**src/rtl/pbt_pkg.sv**
```systemverilog
`timescale 1ns / 1ps

package pbt_pkg;

	localparam int SLOT_W  = 6;
	localparam int COLOR_W = 24;
	localparam int TIME_W  = 16;

	// item kinds
	localparam logic [1:0] KIND_ADD  = 2'd0;
	localparam logic [1:0] KIND_DEL  = 2'd1;
	localparam logic [1:0] KIND_UPD  = 2'd2;
	localparam logic [1:0] KIND_TICK = 2'd3;

	// status codes
	localparam logic [1:0] STAT_OK       = 2'd0;
	localparam logic [1:0] STAT_FULL     = 2'd1;
	localparam logic [1:0] STAT_INACTIVE = 2'd2;

	typedef struct packed {
		logic [1:0]        kind;
		logic [SLOT_W-1:0] slot_id;
		logic [7:0]        palette_index;
		logic [7:0]        on_red;
		logic [7:0]        on_green;
		logic [7:0]        on_blue;
		logic [7:0]        off_red;
		logic [7:0]        off_green;
		logic [7:0]        off_blue;
		logic [TIME_W-1:0] on_frames;
		logic [TIME_W-1:0] off_frames;
	} item_t;

	typedef struct packed {
		logic              is_palette_write;
		logic [7:0]        write_index;
		logic [7:0]        write_red;
		logic [7:0]        write_green;
		logic [7:0]        write_blue;
		logic [1:0]        status;
		logic [SLOT_W-1:0] result_slot;
		logic              last;
	} result_t;

	// one light as held in the store; liveness is kept outside in flops
	typedef struct packed {
		logic               on;
		logic [TIME_W-1:0]  count;
		logic [7:0]         pal_index;
		logic [COLOR_W-1:0] lit_rgb;
		logic [COLOR_W-1:0] dark_rgb;
		logic [TIME_W-1:0]  lit_len;
		logic [TIME_W-1:0]  dark_len;
	} entry_t;

	typedef struct packed {
		logic    valid;
		result_t data;
	} emit_t;

	function automatic result_t palette_write(entry_t e, logic [SLOT_W-1:0] slot);
		result_t r;
		r = '0;
		r.is_palette_write = 1'b1;
		r.write_index = e.pal_index;
		{r.write_red, r.write_green, r.write_blue} = e.on ? e.lit_rgb : e.dark_rgb;
		r.result_slot = slot;
		return r;
	endfunction

	function automatic result_t status_result(logic [1:0] code, logic [SLOT_W-1:0] slot);
		result_t r;
		r = '0;
		r.status = code;
		r.result_slot = slot;
		r.last = 1'b1;
		return r;
	endfunction

endpackage

```
**src/rtl/pbt_store.sv**
```systemverilog
`timescale 1ns / 1ps

module pbt_store import pbt_pkg::*; #(
	parameter int NUM_LIGHTS = 32,
	parameter int IDX_W = 5
) (
	input  logic             clk,
	input  logic             rd_en,
	input  logic [IDX_W-1:0] rd_addr,
	output entry_t           rd_data,
	input  logic             wr_en,
	input  logic [IDX_W-1:0] wr_addr,
	input  entry_t           wr_data
);

	entry_t mem [NUM_LIGHTS];

	// single write port, single registered read port
	always_ff @(posedge clk) begin
		if (wr_en) begin
			mem[wr_addr] <= wr_data;
		end
		if (rd_en) begin
			rd_data <= mem[rd_addr];
		end
	end

endmodule

```
**src/rtl/pbt_seq.sv**
```systemverilog
`timescale 1ns / 1ps

module pbt_seq import pbt_pkg::*; #(
	parameter int NUM_LIGHTS = 32,
	parameter int IDX_W = 5
) (
	input  logic             clk,
	input  logic             arst_n,
	input  logic             item_valid,
	output logic             item_ready,
	input  item_t            item,
	input  logic             out_free,
	output emit_t            emit,
	output logic             rd_en,
	output logic [IDX_W-1:0] rd_addr,
	input  entry_t           rd_data,
	output logic             wr_en,
	output logic [IDX_W-1:0] wr_addr,
	output entry_t           wr_data
);

	localparam int CNT_W = $clog2(NUM_LIGHTS + 1);

	localparam logic [2:0] S_IDLE     = 3'd0;
	localparam logic [2:0] S_CHECK    = 3'd1;
	localparam logic [2:0] S_UPD_EX   = 3'd2;
	localparam logic [2:0] S_ADD      = 3'd3;
	localparam logic [2:0] S_ADD_EMIT = 3'd4;
	localparam logic [2:0] S_TICK     = 3'd5;
	localparam logic [2:0] S_STATUS   = 3'd6;

	logic [2:0]            state_q;
	item_t                 item_q;
	logic [NUM_LIGHTS-1:0] live_q;
	logic [CNT_W-1:0]      cnt_q;
	logic                  s1_valid_q;
	logic [IDX_W-1:0]      s1_idx_q;
	logic [1:0]            stat_code_q;
	logic [SLOT_W-1:0]     stat_slot_q;

	logic [IDX_W-1:0]  cnt_idx;
	logic [IDX_W-1:0]  sid_idx;
	logic              slot_ok;
	logic              issue;
	logic              cnt_dead;
	logic              s1_live;
	logic [TIME_W-1:0] limit;
	logic [TIME_W:0]   cnt_inc;
	logic              flip;
	logic              stall;
	entry_t            tick_ent;
	entry_t            upd_ent;
	entry_t            add_ent;

	assign cnt_idx  = cnt_q[IDX_W-1:0];
	assign sid_idx  = item_q.slot_id[IDX_W-1:0];
	assign slot_ok  = (item_q.slot_id < SLOT_W'(NUM_LIGHTS)) && live_q[sid_idx];
	assign issue    = (cnt_q != CNT_W'(NUM_LIGHTS));
	assign cnt_dead = issue && !live_q[cnt_idx];
	assign s1_live  = live_q[s1_idx_q];

	// tick: counter advance and on/off flip
	assign limit   = rd_data.on ? rd_data.lit_len : rd_data.dark_len;
	assign cnt_inc = {1'b0, rd_data.count} + {{TIME_W{1'b0}}, 1'b1};
	assign flip    = (cnt_inc >= {1'b0, limit});
	assign stall   = s1_valid_q && s1_live && flip && !out_free;

	always_comb begin
		tick_ent = rd_data;
		tick_ent.count = flip ? '0 : cnt_inc[TIME_W-1:0];
		tick_ent.on = rd_data.on ^ flip;

		upd_ent = rd_data;
		upd_ent.lit_rgb  = {item_q.on_red, item_q.on_green, item_q.on_blue};
		upd_ent.dark_rgb = {item_q.off_red, item_q.off_green, item_q.off_blue};
		upd_ent.lit_len  = item_q.on_frames;
		upd_ent.dark_len = item_q.off_frames;

		add_ent.on        = 1'b0;
		add_ent.count     = '0;
		add_ent.pal_index = item_q.palette_index;
		add_ent.lit_rgb   = upd_ent.lit_rgb;
		add_ent.dark_rgb  = upd_ent.dark_rgb;
		add_ent.lit_len   = item_q.on_frames;
		add_ent.dark_len  = item_q.off_frames;
	end

	assign item_ready = (state_q == S_IDLE);

	always_comb begin
		rd_en   = 1'b0;
		rd_addr = cnt_idx;
		wr_en   = 1'b0;
		wr_addr = cnt_idx;
		wr_data = tick_ent;
		emit    = '0;
		unique case (state_q)
			S_CHECK: begin
				if (item_q.kind == KIND_UPD && slot_ok) begin
					rd_en   = 1'b1;
					rd_addr = sid_idx;
				end
			end
			S_UPD_EX: begin
				if (out_free) begin
					wr_en      = 1'b1;
					wr_addr    = sid_idx;
					wr_data    = upd_ent;
					emit.valid = 1'b1;
					emit.data  = palette_write(upd_ent, item_q.slot_id);
				end
			end
			S_ADD: begin
				if (cnt_dead) begin
					wr_en   = 1'b1;
					wr_data = add_ent;
				end
			end
			S_ADD_EMIT: begin
				emit.valid = out_free;
				emit.data  = palette_write(add_ent, stat_slot_q);
			end
			S_TICK: begin
				rd_en = issue && !stall;
				if (s1_valid_q && s1_live && !stall) begin
					wr_en      = 1'b1;
					wr_addr    = s1_idx_q;
					emit.valid = flip;
					emit.data  = palette_write(tick_ent, SLOT_W'(s1_idx_q));
				end
			end
			S_STATUS: begin
				emit.valid = out_free;
				emit.data  = status_result(stat_code_q, stat_slot_q);
			end
			default: ;
		endcase
	end

	always_ff @(posedge clk or negedge arst_n) begin
		if (!arst_n) begin
			state_q     <= S_IDLE;
			live_q      <= '0;
			cnt_q       <= '0;
			s1_valid_q  <= 1'b0;
			s1_idx_q    <= '0;
			stat_code_q <= STAT_OK;
			stat_slot_q <= '0;
		end else begin
			unique case (state_q)
				S_IDLE: begin
					if (item_valid) begin
						cnt_q      <= '0;
						s1_valid_q <= 1'b0;
						if (item.kind == KIND_ADD) begin
							state_q <= S_ADD;
						end else if (item.kind == KIND_TICK) begin
							state_q <= S_TICK;
						end else begin
							state_q <= S_CHECK;
						end
					end
				end
				S_CHECK: begin
					stat_slot_q <= item_q.slot_id;
					if (!slot_ok) begin
						stat_code_q <= STAT_INACTIVE;
						state_q     <= S_STATUS;
					end else if (item_q.kind == KIND_DEL) begin
						live_q[sid_idx] <= 1'b0;
						stat_code_q     <= STAT_OK;
						state_q         <= S_STATUS;
					end else begin
						stat_code_q <= STAT_OK;
						state_q     <= S_UPD_EX;
					end
				end
				S_UPD_EX: begin
					if (out_free) begin
						state_q <= S_STATUS;
					end
				end
				S_ADD: begin
					if (!issue) begin
						stat_code_q <= STAT_FULL;
						stat_slot_q <= '0;
						state_q     <= S_STATUS;
					end else if (cnt_dead) begin
						live_q[cnt_idx] <= 1'b1;
						stat_code_q     <= STAT_OK;
						stat_slot_q     <= SLOT_W'(cnt_q);
						state_q         <= S_ADD_EMIT;
					end else begin
						cnt_q <= cnt_q + 1'b1;
					end
				end
				S_ADD_EMIT: begin
					if (out_free) begin
						state_q <= S_STATUS;
					end
				end
				S_TICK: begin
					if (!stall) begin
						s1_valid_q <= issue;
						s1_idx_q   <= cnt_idx;
						if (issue) begin
							cnt_q <= cnt_q + 1'b1;
						end
					end
					if (!issue && !s1_valid_q) begin
						stat_code_q <= STAT_OK;
						stat_slot_q <= '0;
						state_q     <= S_STATUS;
					end
				end
				S_STATUS: begin
					if (out_free) begin
						state_q <= S_IDLE;
					end
				end
				default: state_q <= S_IDLE;
			endcase
		end
	end

	// item payload, no reset needed
	always_ff @(posedge clk) begin
		if (item_valid && item_ready) begin
			item_q <= item;
		end
	end

endmodule

```
**src/rtl/palette_blink_table.sv**
```systemverilog
`timescale 1ns / 1ps

// palette_blink_table: table of blinking palette lights
//
// item channel (item_valid / item_ready / item): one transaction is one command,
// add, delete, update or frame tick. the block takes a new command only when
// the previous one has issued all of its results.
// result channel (result_valid / result_ready / result): palette writes in slot
// order, then one closing status transaction flagged by last.
// add scans the live flags up to the first dead slot; tick walks the whole light
// store, one read per cycle over its single read port while the walk is not
// stalled, read-modify-write pipelined one slot behind the read.
// results leave through a registered output; a stalled receiver holds the result
// register and the walk pauses on the slot whose palette write is waiting,
// nothing is dropped.
// reset clears all live flags, so every slot reads as dead; the store itself
// is not cleared, as a dead slot's contents are never looked at.
module palette_blink_table import pbt_pkg::*; #(
	parameter int NUM_LIGHTS = 32
) (
	input  logic    clk,
	input  logic    arst_n,
	input  logic    item_valid,
	output logic    item_ready,
	input  item_t   item,
	output logic    result_valid,
	input  logic    result_ready,
	output result_t result
);

	// store address width, at least one bit
	localparam int IDX_W = (NUM_LIGHTS > 1) ? $clog2(NUM_LIGHTS) : 1;

	logic             out_free;
	emit_t            emit;
	logic             rd_en;
	logic [IDX_W-1:0] rd_addr;
	entry_t           rd_data;
	logic             wr_en;
	logic [IDX_W-1:0] wr_addr;
	entry_t           wr_data;

	logic    result_valid_q;
	result_t result_q;

	// sequencer: command decode, live flags, tick walk
	pbt_seq #(
		.NUM_LIGHTS (NUM_LIGHTS),
		.IDX_W      (IDX_W)
	) u_seq (
		.clk        (clk),
		.arst_n     (arst_n),
		.item_valid (item_valid),
		.item_ready (item_ready),
		.item       (item),
		.out_free   (out_free),
		.emit       (emit),
		.rd_en      (rd_en),
		.rd_addr    (rd_addr),
		.rd_data    (rd_data),
		.wr_en      (wr_en),
		.wr_addr    (wr_addr),
		.wr_data    (wr_data)
	);

	// per-light colours, times and counters
	pbt_store #(
		.NUM_LIGHTS (NUM_LIGHTS),
		.IDX_W      (IDX_W)
	) u_store (
		.clk     (clk),
		.rd_en   (rd_en),
		.rd_addr (rd_addr),
		.rd_data (rd_data),
		.wr_en   (wr_en),
		.wr_addr (wr_addr),
		.wr_data (wr_data)
	);

	// output register: free when empty or being taken this cycle
	assign out_free = !result_valid_q || result_ready;

	always_ff @(posedge clk or negedge arst_n) begin
		if (!arst_n) begin
			result_valid_q <= 1'b0;
		end else if (emit.valid) begin
			result_valid_q <= 1'b1;
		end else if (result_ready) begin
			result_valid_q <= 1'b0;
		end
	end

	always_ff @(posedge clk) begin
		if (emit.valid) begin
			result_q <= emit.data;
		end
	end

	assign result_valid = result_valid_q;
	assign result       = result_q;

endmodule
```
**config.mk**
```make
export PLATFORM = sky130hd
export DESIGN_NAME = palette_blink_table
export DESIGN_NICKNAME = d
export VERILOG_FILES = /design/src/rtl/pbt_pkg.sv /design/src/rtl/pbt_store.sv /design/src/rtl/pbt_seq.sv /design/src/rtl/palette_blink_table.sv
export SDC_FILE = /design/constraint.sdc
export NUM_CORES = 2
export LEC_CHECK = 0
export BUFFER_PORTS_ARGS = -buffer_cell sky130_fd_sc_hd__clkbuf_2
export CORE_MARGIN = 5
export CORE_UTILIZATION = 50
export CTS_BUF_LIST = sky130_fd_sc_hd__clkbuf_8 sky130_fd_sc_hd__clkbuf_16
export CTS_CLUSTER_SIZE = 8
export DETAILED_ROUTE_END_ITERATION = 10
export GPL_TIMING_DRIVEN = 1
export PLACE_DENSITY = 0.65
export SETUP_SLACK_MARGIN = 0.2
export SLEW_MARGIN = 30
export SYNTH_ARGS = -nofsm -noshare
export SYNTH_HDL_FRONTEND = slang
export SYNTH_HIERARCHICAL = 1
export SYNTH_SLANG_ARGS = --single-unit
export TNS_END_PERCENT = 1
```
**constraint.sdc**
```tcl
create_clock -name clk -period 24.5 [get_ports clk]
set_input_delay 1.225 -clock clk [delete_from_list [all_inputs] [get_ports clk]]
set_output_delay 1.225 -clock clk [all_outputs]
set_load 0.03 [all_outputs]
```
Word-level counts from Yosys, hierarchy flattened
Memories as Yosys holds them, arrays and structs flattened. A register that Yosys moved wholly into a read port is not among the register bits.
Cells that the tools add are included.
{"block": "totals", "mem_count": 1, "wordCells": 166, "ramBits": 3360, "regBits": 194, "inputBits": 100}
{"memory": "u_store.mem", "words": 32, "width": 105, "read_ports": 1, "rd_clocked_by_memory_dff": 1, "wr": 1, "line_no": "pbt_store.sv:16", "rtl": "entry_t mem [NUM_LIGHTS];"}
{"block": "op_classes", "n_eq_ne": 22, "muxes": 69, "magnitude_cmp": 7, "addsub": 2, "n_reduce_logical": 33, "bitwise": 5}
{"operator": "2-to-1 mux 105 bit", "n": 2}
{"operator": "one-hot mux 105 bit (2 select lines)", "n": 1}
{"operator": "one-hot mux 43 bit (4 select lines)", "n": 1}
{"operator": "2-to-1 mux 32 bit", "n": 4}
{"operator": "2-to-1 mux 43 bit", "n": 2}
{"operator": "one-hot mux 32 bit (2 select lines)", "n": 1}
{"operator": "2-to-1 mux 24 bit", "n": 2}
{"operator": "2-to-1 mux 6 bit", "n": 8}
{"operator": "one-hot mux 6 bit (3 select lines)", "n": 2}
{"operator": "bitwise AND 32 bit", "n": 1}
{"operator": "2-to-1 mux 16 bit", "n": 2}
{"operator": "inverter 32 bit", "n": 1}
{"operator": "bitwise OR 32 bit", "n": 1}
{"operator": "2-to-1 mux 3 bit", "n": 10}
{"operator": "2-to-1 mux 5 bit", "n": 4}
{"operator": "less-than comparator 5 x 6 -> 1 bit (second input constant)", "n": 3}
{"operator": "one-hot mux 3 bit (6 select lines)", "n": 1}
{"operator": "adder 16 x 1 -> 17 bit (second input constant)", "n": 1}
{"operator": "greater-or-equal comparator 17 x 16 -> 1 bit", "n": 1}
{"operator": "inequality test 2 x 1 -> 1 bit (second input constant)", "n": 8}
{"operator": "binary-select mux 1 bit (select 5 bit)", "n": 3}
{"operator": "2-to-1 mux 1 bit", "n": 15}
{"operator": "logical AND 1 bit", "n": 12}
{"operator": "demux 1 bit (select 5 bit)", "n": 2}
{"operator": "other kinds (29)", "n": 50}

Longest topological paths before layout
{"block": "logic_depth", "depth_word": 11, "ltp_mapped": 19, "mapped_depth_nobuf": 17}

Hierarchy
The synthesis kept the hierarchy.
{"mod": "pbt_store", "n_inst": 1, "cells_per_inst": 6119, "area_per_inst_um2": 130609.0}
{"mod": "pbt_seq", "n_inst": 1, "cells_per_inst": 1166, "area_per_inst_um2": 10487.6}
{"mod": "palette_blink_table", "n_inst": 1, "cells_per_inst": 45, "area_per_inst_um2": 1308.8}

Worst setup path after synthesis
Ideal clock, no wire load.
{"block": "synth_timing", "path_kind": "register -> register", "startpoint": "reg u_store/rd_data[104] (netlist name)", "endpoint": "reg u_store/rd_data[0] (netlist name)", "period_less_slack_ns": 11.263, "path_slack_ns": 13.237, "arrival_ns": 10.549, "setup_time_ns": 0.714, "stages_incl_launch_ff": 14, "cell_sequence": "edfxtp_1 clkbuf_1 clkbuf_1 buf_1 mux2i_1 ha_1 a211o_1 o211ai_1 a21oi_1 or3_1 clkbuf_1 o21ai_1 o21bai_2 o21ai_0"}
{"block": "synth_between", "elab_chain_len": 7}
{"element": "2-to-1 mux 16 bit", "line_no": "pbt_seq.sv:63", "rtl": "assign limit = rd_data.on ? rd_data.lit_len : rd_data.dark_len;"}
{"element": "greater-or-equal comparator 17 x 16 -> 1 bit", "line_no": "pbt_seq.sv:65", "rtl": "assign flip = (cnt_inc >= {1'b0, limit});"}
{"element": "logical AND 1 bit (2 in a row)", "line_no": "pbt_seq.sv:66", "rtl": "assign stall = s1_valid_q && s1_live && flip && !out_free;"}
{"element": "zero test 1 bit", "line_no": "pbt_seq.sv:124", "rtl": "rd_en = issue && !stall;"}
{"element": "logical AND 1 bit", "line_no": "pbt_seq.sv:124"}
{"element": "one-hot mux 1 bit (2 select lines)", "line_no": "pbt_seq.sv:97", "rtl": "unique case (state_q)"}
{"element": "named net rd_en", "line_no": "palette_blink_table.sv:36", "rtl": "logic rd_en;"}
The timed path passes the listed nets, and every way through them passes these cells.
A chain may end at the register's enable or synchronous reset.

Worst setup path after layout
{"block": "layout_timing", "startpoint": "reg u_seq/item_q[88] in the netlist's numbering", "endpoint": "reg u_store/rd_data[8] (netlist name)"}
{"block": "layout_between", "elab_chain_len": 6, "elab_cells_between_ends": 9, "cone_classes": "1 x order compare; 6 x mux; 2 x reduce/logical"}
{"element": "start: declaration", "line_no": "pbt_seq.sv:33", "rtl": "item_t item_q;"}
{"element": "start signal: assignment", "line_no": "pbt_seq.sv:229", "rtl": "item_q <= item;"}
{"element": "binary-select mux 1 bit (select 5 bit)", "line_no": "pbt_seq.sv:57", "rtl": "assign slot_ok = (item_q.slot_id < SLOT_W'(NUM_LIGHTS)) && live_q[sid_idx];"}
{"element": "2-to-1 mux 1 bit (not written as such)", "line_no": "pbt_seq.sv:57"}
{"element": "logical AND 1 bit", "line_no": "pbt_seq.sv:57"}
{"element": "logical AND 1 bit", "line_no": "pbt_seq.sv:99", "rtl": "if (item_q.kind == KIND_UPD && slot_ok) begin"}
{"element": "2-to-1 mux 5 bit *", "line_no": "pbt_seq.sv:99"}
{"element": "2-to-1 mux 5 bit *", "line_no": "pbt_seq.sv:97"}
{"element": "named net rd_addr[0]", "line_no": "palette_blink_table.sv:37", "rtl": "logic [IDX_W-1:0] rd_addr;"}
The timed path passes the listed nets; every way through them passes the cells marked *. The select of a mux whose other input is x is not followed.

==> key figures <==
Run status
  – Status: completed

Synth
  – Syn nets: 7,451
  – Seq/Total Area, Yosys: 0.770
  – Ys Warns: 6
  – Synthesis-stage register bit count: 3,659
  – Synth Cell Area: 142,000 um2
  – Post-synth EDFFs: between 3k and 4k
  – Cell variety after synth: 76
  – Post-Syn Area per Cell: roughly 19 um2
  – Ys async rst share: 0.0153
  – Gate Count Post-Synth: 7,330
  – Ys flop type: edfxtp_1

Worst setup path
  – Crit path capture type: flop
  – Data required, critical path: about 25 ns
  – Setup Crit Path Kind: flop to flop
  – Highest net fanout along the worst path: 46
  – Reg2Reg Setup Slack: 16.45 ns
  – Startpoint types: flop
  – Arrival time at the worst endpoint: 8.78 ns

Global route
  – Number of global-route vias before repair: 76.7k
  – Initial antenna violation count: 21
  – First-pass GRT wire length: a little under 600,000 um
  – Grt total ovfl: 0
  – Total GRT Usage: 0.275
  – Pin count of the biggest net entering global routing: 125

Power
  – Clock share of power: 0.382
  – Power Dens Cells: 104 nW/um2
  – Sequential Power Share: 0.474
  – Internal Power: 12.4 mW
  – Psw: ~4.6 mW
  – Leakage Power: 50.7 nW
  – Sw frac: 0.270
  – Peak supply drop: a little under 0.09 mV
  – Gate power share: 0.143

Cells and area
  – Reg area: 110,000 um2
  – Layout cells sized above 1: 0.200
  – Post-route cell area: approximately 160,000 um2
  – Filler cells: 20.6k
  – Multi-input gate area: roughly 31,000 um2
  – Area delta synth->final: 14.9%
  – # nets final: 7,966
  – Post-route insts no fill: 11.7k

Detailed routing
  – Residual DRC: 0
  – DR WL met2: roughly 200,000 um
  – ANT nets after route: 0
  – Routed len/inst: 35.2 um
  – Starting DRT DRC Count: 10.5k
  – Vias: approximately 78k
  – Routed WL: 412,000 um
  – Avg Vias per Cell: around 6.6
  – Detailed-router iteration count before antenna repair: 6
  – Highest routed metal layer: met5
  – Met1 WL: about 160,000 um
  – Metal3 WL: 42,700 um

Clock network
  – CTS Hold Bufs: 0
  – Clk pin slew, worst setup/hold paths: roughly 0.05 ns
  – Sink Count: about 3.7k
  – CTS Buf Count: between 500 and 600
  – Clk root buf: clkbuf_16
  – Worst skew pair latency: 1.02 ns
  – Clock buffer depth: 4
  – Post-CTS setup repair buffer count: 0
  – CTS resizes: 0
  – CTS tree: built
  – Max H-tree Level: 6

Timing
  – Crit share post-route: 0.328
  – Slew Viols, Final: 0
  – Final clock skew: 0.0621 ns
  – Final worst slack: 16.45 ns
  – Tmin final: 8.05 ns
  – Min Hold Slack: 0.372 ns
  – Final hold vios: 0
  – Slew HR: 0.282
  – Final setup viols: 0
  – Setup TNS: 0 ns
  – Worst-margin pin slew: 1.07 ns
  – RSZ-0062 raised after global routing: no
  – F_max: 0.124 GHz

Worst hold path
  – Worst min path class: input pin to async pin

Floorplan
  – Core Footprint: 284,000 um2
  – Row count: 196
  – Chip height: 544 um
  – Die X: 544 um
  – Die area: between 200,000 and 300,000 um2
  – Initial core utilization: 0.501
  – I/O Pins: 144

Place
  – RD Place Congestion: roughly 0.86
  – PortBufs: about 140
  – Estimated wirelength of the detail-placed design: 222,000 um
  – Instance area at placement: 149,000 um2
  – Pre-CTS setup slack: 16.28 ns
  – Placed cell count: 11.1k

Run
  – MaxCap Viol Count: 0
-- final timing paths --
| kind | from | end | cells after the start |
|---|---|---|---|
| setup reg to reg | u_seq/item_q[88]$_DFFE_PP_ | u_store/rd_data[8]$_DFFE_PP_ | 13 |
| max in group asynchronous | arst_n | u_seq/stat_slot_q[3]$_DFFE_PN0P_ | 2 |
| hold reg to reg | u_seq/stat_code_q[1]$_DFFE_PN0P_ | u_seq/stat_code_q[1]$_DFFE_PN0P_ | 1 |
| min in group clk | item[78] | u_seq/add_ent[78]$_DFFE_PP_ | 1 |
| hold / removal | arst_n | result_valid$_DFFE_PN0P_ | 2 |
| setup / recovery | u_seq/item_q[88]$_DFFE_PP_ | u_store/rd_data[8]$_DFFE_PP_ | 13 |
-- worst max-delay path: stages (launching register included) --
cell and delay, ns:
edfxtp_1 0.87, mux4_2 0.61, mux4_2 0.49, o2bb2ai_1 0.29, nor2_1 0.15, nand4_1 0.53
mux2_8 0.61, buf_4 0.77, buf_4 0.77, buf_4 0.79, buf_4 0.80, mux4_2 0.60
a22oi_1 0.27, nand4_1 0.12
-- synth_stat cells, drive strengths merged, types with 25 or more instances --
cell type / n / area share
o21ai: 165 / 0.0059
nand4: 58 / 0.0025
clkbuf: 221 / 0.0059
nor2b: 25 / 0.0011
dfrtp: 56 / 0.0098
a31oi: 61 / 0.0027
buf: 221 / 0.0091
a22oi: 603 / 0.032
nand3: 231 / 0.0081
edfxtp: 3603 / 0.76
mux4: 440 / 0.070
nor2: 70 / 0.0019
nand2: 316 / 0.0083
a22o: 73 / 0.0045
o31ai: 40 / 0.0021
mux2i: 869 / 0.061
-- area by class of cell --
cell class                 count  area share
clock buffer                 534      0.0816
tap                         3762      0.0288
multi-input combinational   3218       0.192
inverter                      11    0.000283
antenna                       12    0.000184
timing repair buffer         426      0.0203
sequential                  3659       0.670
clock inverter                77     0.00721
-- cells by family after synthesis --
family                     after synthesis  synth area share
adders and majority gates               21           0.00185
buffers and inverters                  453            0.0153
xor gates and xnor gates                14          0.000861
DFF                                   3659             0.770
muxes                                 1330             0.132
and+or+nand+nor                        806            0.0270
AOI/OAI and AO/OA                     1047            0.0531
-- power by group through the flow --
stage / Clock, mW / Sequential, mW / Combinational [mW]
2_1_floorplan: 0 / 8.19 / 1.27
3_3_place_gp: 0 / 8.14 / 2.31
3_5_place_dp: 0 / 8.15 / 2.39
4_1_cts: 6.56 / 8.04 / 2.39
5_1_grt: 6.84 / 8.05 / 2.55
6_report: 6.48 / 8.04 / 2.43
-- registers in the layout (all words and copies together), names as in the netlist --
register,flops
result,42
result_valid,1
u_seq/add_ent,88
u_seq/cnt_q,6
u_seq/item_q,8
u_seq/live_q,32
u_seq/s1_idx_q,5
u_seq/s1_valid_q,1
u_seq/stat_code_q,2
u_seq/stat_slot_q,6
u_seq/state_q,3
u_store/mem,3360
u_store/rd_data,105
-- routing by layer --
metal,track usage,up-vias
met4,0.0979,16
met5,0,-
met3,0.0603,834
met1,0.376,40800
li1,-,31200
met2,0.439,4761
-- metrics by stage --
stage                      util  power [mW]
after floorplan               -        9.47
after global placement    0.522        10.4
after detailed placement  0.523        10.5
after CTS                 0.574        17.0
after global routing      0.575        17.4
final                     0.575        16.9
-- layout by cell type (no fill, tap or decap), types with 73 or more instances in the layout --
cell type / instances
nand2_1: 311
mux2i_1: 869
mux4_2: 440
clkbuf_16: 533
a22oi_1: 603
edfxtp_1: 3603
buf_4: 241
a22o_1: 73
o21ai_1: 88
clkbuf_2: 143
nand3_1: 231
(Power assumes the default switching activity.)
